File: config.mk
export PLATFORM = sky130hd
export DESIGN_NAME = cwb_tag_array
export DESIGN_NICKNAME = d
export VERILOG_FILES = /design/src/rtl/core/cwb_tag_array.sv
export SDC_FILE = /design/constraint.sdc
export NUM_CORES = 1
export LEC_CHECK = 0
export BUFFER_PORTS_ARGS = -buffer_cell sky130_fd_sc_hd__buf_2
export CAP_MARGIN = 15
export CORE_ASPECT_RATIO = 0.6
export CORE_MARGIN = 5
export CORE_UTILIZATION = 25
export CTS_CLUSTER_DIAMETER = 100
export CTS_CLUSTER_SIZE = 8
export DETAILED_ROUTE_END_ITERATION = 8
export GPL_ROUTABILITY_DRIVEN = 0
export PLACE_DENSITY = 0.46
export SLEW_MARGIN = 5
export SYNTH_ARGS = -nofsm -noshare
export SYNTH_HDL_FRONTEND = slang
export SYNTH_SLANG_ARGS = --single-unit
File: constraint.sdc
create_clock -name clk -period 4.5 [get_ports clk]
set_input_delay 0.9 -clock clk [delete_from_list [all_inputs] [get_ports clk]]
set_output_delay 0.9 -clock clk [all_outputs]
set_load 0.02 [all_outputs]
File: src/rtl/core/cwb_tag_array.sv
// Tag store of the write buffer: valid bits, block tags, age order and lookup.
// Finds the matching entry, the oldest entry and the slot a new block goes to.
// Depends on nothing but its parameters.
module cwb_tag_array #(
  parameter int ENTRIES = 8,
  parameter int TAG_W   = 26,
  parameter int IDX_W   = 3
) (
  input  logic             clk,
  input  logic             rst,
  input  logic [TAG_W-1:0] lookup_tag,
  input  logic             write_en,
  output logic             hit,
  output logic [IDX_W-1:0] hit_idx,
  output logic             full,
  output logic [IDX_W-1:0] slot_idx
);

  logic [ENTRIES-1:0] entry_valid;
  logic [TAG_W-1:0]   entry_tag [ENTRIES];
  // older[i][j] is set when entry i was last written before entry j.
  logic [ENTRIES-1:0] older [ENTRIES];

  logic [ENTRIES-1:0] match;
  logic [ENTRIES-1:0] oldest_cand;
  logic [IDX_W-1:0]   lru_idx;
  logic [IDX_W-1:0]   free_idx;
  logic [IDX_W-1:0]   touch_idx;

  always_comb begin
    match       = '0;
    oldest_cand = '0;
    hit_idx     = '0;
    lru_idx     = '0;
    free_idx    = '0;
    for (int i = 0; i < ENTRIES; i++) begin
      match[i]       = entry_valid[i] && (entry_tag[i] == lookup_tag);
      oldest_cand[i] = 1'b1;
      for (int j = 0; j < ENTRIES; j++) begin
        if (j != i) begin
          oldest_cand[i] = oldest_cand[i] & older[i][j];
        end
      end
    end
    // Scanning downward leaves the lowest qualifying index in each result.
    for (int i = ENTRIES - 1; i >= 0; i--) begin
      if (match[i]) begin
        hit_idx = IDX_W'(i);
      end
      if (oldest_cand[i]) begin
        lru_idx = IDX_W'(i);
      end
      if (!entry_valid[i]) begin
        free_idx = IDX_W'(i);
      end
    end
    hit  = |match;
    full = &entry_valid;
    // When full, the only slot freed by eviction is the oldest one.
    slot_idx  = full ? lru_idx : free_idx;
    touch_idx = hit ? hit_idx : slot_idx;
  end

  always_ff @(posedge clk) begin
    if (rst) begin
      entry_valid <= '0;
      for (int i = 0; i < ENTRIES; i++) begin
        older[i] <= '0;
      end
    end else if (write_en) begin
      if (!hit) begin
        entry_valid[slot_idx] <= 1'b1;
        entry_tag[slot_idx]   <= lookup_tag;
      end
      for (int j = 0; j < ENTRIES; j++) begin
        if (IDX_W'(j) != touch_idx) begin
          older[j][touch_idx] <= 1'b1;
          older[touch_idx][j] <= 1'b0;
        end
      end
    end
  end

endmodule

**After elaboration in Yosys (flattened, before gate mapping)**

Memories as Yosys holds them, arrays and structs flattened.
Index checks and enable logic that the tools add are counted.

- Register bits: 8
- RAM bits: 272
- Input bits: 29
- Output and inout port bits: 8
- Word-level logic and storage cells: 290
- Memories: 2

Memories:

| memory | words | bits a word | read ports | clocked after Yosys merged registers in | write ports | line | source |
|---|---|---|---|---|---|---|---|
| entry_tag | 8 | 26 | 8 | 0 | 1 | 20 | `logic [TAG_W-1:0] entry_tag [ENTRIES];` |
| older | 8 | 8 | 8 | 0 | 9 | 22 | `logic [ENTRIES-1:0] older [ENTRIES];` |

- $lt $le $gt $ge: 4
- Equality and inequality tests: 15
- Multiplexer cells: 140
- Bitwise gates (word level): 114
- Reduce and logical (&&, ||, !) cells: 14

Operators by type and width:

| cell | number |
|---|---|
| equality test 26 bit | 8 |
| 2-to-1 mux 1 bit | 104 |
| 2-to-1 mux 3 bit | 26 |
| 2-to-1 mux 8 bit | 8 |
| OR 1 bit | 64 |
| bitwise AND 1 bit | 48 |
| inequality test 3 bit, first input constant | 4 |
| logical AND 1 bit | 10 |
| < comparator 3 x 4 -> 1 bit, second input constant | 2 |
| OR 8 bit | 1 |
| AND reduction 8 bit | 1 |
| OR reduction 8 bit | 1 |
| demux 1 bit (select 3 bit) | 2 |
| greater-or-equal comparator 3 x 1 -> 1 bit, second input constant | 2 |
| inequality test 2 x 3 -> 1 bit, first input constant | 2 |
| inequality test 1 x 3 -> 1 bit, first input constant | 1 |
| nonzero test 3 bit | 1 |
| AND reduction 2 bit | 1 |
| NOT 1 bit | 1 |

**Longest topological paths before layout**

An unclocked memory read counts as a cell.

- Depth after elaboration: 23
- Depth in mapped cells: 12
- Mapped depth without buffers: 9

**Least setup slack after synthesis**

OpenSTA, ideal clock, no wires.

- Path kind: input to register
- Start point: input lookup_tag[0]
- End point: memory entry_tag[7][0], enable pin
- Library setup time: 410 ps
- Arrival time: 3318 ps
- Data required time: 4090 ps
- Path slack: 772 ps
- Cell stages on the path: 9
- Path buffers: 1
- Cell sequence: buf_2 -> xor2_1 -> nor4_1 -> nand3_1 -> or2_1 -> nand4_1 -> nor2_2 -> nand3_1 -> nor2_1

- Longest elaborated chain between the ends: 7
- Elaborated cells on any way between the ends: 21
- Those cells by class: eq/ne: 8; mux: 4; reduce/logical: 9

RTL lines:

| item | line | source |
|---|---|---|
| from (decl) | 11 | `input logic [TAG_W-1:0] lookup_tag,` |
| equality test 26 bit | 37 | `match[i] = entry_valid[i] && (entry_tag[i] == lookup_tag);` |
| logical AND 1 bit | 37 |  |
| OR reduction 8 bit (*) | 57 | `hit = \|match;` |
| 2-to-1 mux 1 bit (*) | 71 | `if (!hit) begin` |
| 2-to-1 mux 1 bit (*) | 70 | `end else if (write_en) begin` |
| 2-to-1 mux 1 bit (*) | 65 | `if (rst) begin` |
| 2-to-1 mux 1 bit (not written as such) (*) | 73 | `entry_tag[slot_idx] <= lookup_tag;` |
| to (decl) | 20 |  |

Every way passes the cells marked *; elsewhere a longest branch is shown, timed or not.

**Worst setup path after layout**

- Start point: input lookup_tag[19]
- End point: output hit_idx[2]

- Longest elaborated chain between the ends: 10
- Elaborated cells on any way between the ends: 24
- Those cells by class: eq/ne: 8; mux: 8; reduce/logical: 8

RTL lines:

| item | line | source |
|---|---|---|
| equality test 26 bit | 37 |  |
| logical AND 1 bit | 37 |  |
| 2-to-1 mux 3 bit (7 in a row) | 47 | `if (match[i]) begin` |
| 2-to-1 mux 3 bit (*) | 47 |  |
| to (decl) | 14 | `output logic [IDX_W-1:0] hit_idx,` |

Marked as above.

==> reports/qor.yml <==
status:
  status: "finished, final reports clean"
yosys:
  synth_seq_cells: 272
  synth_top_family_by_area: "XOR/XNOR gates"
  synthAdderAreaFrac_pct: 0
  synth-edff-count: 208
  synth_compound_area_share_pct: 5.61
  yosys_warnings: 0
  synth_cells: 814
  ys_types: 60
  synth-simple-area-share_pct: 9.59
  netlist_area_um2: 11400
  synth-main-ff-cell: "edfxtp_1"
  yosysSeqAreaShare_pct: 66.3
  avgSynthCellArea_um2: 13.9
  synth_nets: 843
  synth-async-reset-ratio_pct: 0
  synth-xor-area-share_pct: 16.0
  synthMuxAreaShare_pct: 0.198
die:
  die_h_um: 175
  fp.dieW_um: 285
  die-area_um2: 49900
  ios: 37
  initial_utilization_pct: 25.3
  core_um2: 44800
  rows: 60
route:
  num_vias: 6410
  ant_nets: 0
  drt_iter0_markers: 489
  vias_per_cell: 4.31
  dr.pass1.iters: 4
  wl_per_cell_um: 19.8
  post-route-drc-count: 0
  drt_wl_total_um: 29500
setup_path:
  cpPeakStageDelay_ps: 440
  crit_path_start_kind: "primary input"
  path_class: "in2out"
  crit_chain: "buf_2 -> xnor2_1 -> nand4_1 -> nor4_1 -> nand4_1 -> buf_4 -> nand4_2 -> nor2b_1 -> buf_2"
  required_ps: 3600
  path_max_fanout: 16
  arrival_ps: 3180
  slowest_stage: "nor4_1"
  endpoint_kind: "primary output"
timing:
  slew_headroom_pct: 33.0
  fin_setup_tns_ps: 0
  setup_violations: 0
  hold_viol: 0
  worst_slew_pin_slew_ps: 1000
  post-route-min-period_ps: 4080
  rsz0062_at_grt: "false"
  fin_skew_ps: 32.3
  hold_ws_ps: 453
  max_freq_mhz: 245
  report.final.slew_viol_count: 0
  finalCritPeriodShare_pct: 90.6
  fin_ws_ps: 424
layout:
  syn2layout_area_growth_pct: 18.6
  finish.utilization_pct: 30.0
  final_cells: 1488
  num_antenna_cells: 0
  drive_above_1_share_pct: 16.5
  fin_nets: 916
  final_cell_mix: "edfxtp_1, xnor2_1, xor2_1"
  final_common_cell: "edfxtp_1"
placement:
  dp_hpwl_um: 19700
  dp_cells: 1435
  place_ws_ps: 389
  io_buffers: 36
global_route:
  grt_max_degree: 46
  grt_pass1_wl_um: 44200
  grt_overflow: 0
  grt_pass1_vias: 6327
  antenna_found_initial: 0
  grt_usage_pct: 11.9
clock_network:
  clock_path_buffers: 3
  htreeDepth: 2
  clk_latency_ps: 540
  cts_tree: "yes"
  postCtsSetupBuffers: 0
  postCtsHoldBufs: 0
  cts.sink_count: 272
  clk_pin_slew_ps: 50
  clockRootBuffer: "clkbuf_16"
  cts_buffers: 39
  post_cts_resized: 0
power:
  leakage_uw: 0.00443
  ir_drop_mv: 0.198
  power_density_nw_per_um2: 427
hold_path:
  holdCritPathClass: "reg2reg"
job:
  cap_viol_max_count: 0
[power by group]
part / internal [uW] / switching (uW) / total (uW)
registers: 2750 / 20.2 / 2770
clock network: 1600 / 1040 / 2640
logic: 118 / 211 / 329
[critical path, delay by kind of cell]
kind,cells,cell delay [ps]
xor+xnor,1,170
buf+inv,3,800
simple gates,5,1280
[metrics by stage]
stage	power, uW	area (um2)
finish	5740	13500
global route	5970	13500
CTS	5840	13500
detailed placement	3150	12400
global placement	3160	12400
floorplan	3020	11400
[flip-flops by register name, summed over array words and instances, names as in the netlist]
name and count:
entry_tag 208, older 56, entry_valid 8
[synth_stat cells, types with 8 or more instances]
cell / number / area share [%]
nor2b_1: 13 / 0.72
dfxtp_1: 64 / 11
buf_2: 24 / 1.1
o21a_1: 8 / 0.53
nor3_1: 8 / 0.35
xnor2_1: 123 / 9.5
nor2_1: 21 / 0.69
nand2_1: 51 / 1.7
a21oi_1: 22 / 0.97
xor2_1: 85 / 6.6
edfxtp_1: 208 / 55
a21o_1: 14 / 0.93
nand4_1: 47 / 2.6
nor4_1: 23 / 1.3
nand3_1: 13 / 0.57
[final timing paths]
path / start / end / slack, ps / depth (start not counted)
max reg2reg: entry_valid[4] / entry_tag[6][13] / 1120 / 6
min: older[0][6] / older[0][6] / 450 / 2
min reg2reg: older[0][6] / older[0][6] / 450 / 2
max: lookup_tag[19] / hit_idx[2] / 420 / 9
[layer usage]
layer | GRT usage (%) | vias up | part of all wire (%)
li1 | - | 3079 | -
met5 | 0 | - | 0
met2 | 15.4 | 116 | 38
met1 | 19.5 | 3169 | 56
met4 | 2.90 | 0 | 1.7
met3 | 2.44 | 46 | 4.1
[cells by family after synthesis]
family,Yosys count
compound gates,89
buf+inv,43
simple gates,201
flops,272
mux,1
xor+xnor,208
[area by class of cell]
type	count	area, um2
fill	4442	31400
sequential	272	7530
clock buffer	51	1040
timing repair buffer	71	493
tap	589	737
multi-input combinational	499	3620
clock inverter	2	25.0
inverter	4	15.0
No activity file was read; power rests on OpenSTA's default activity.
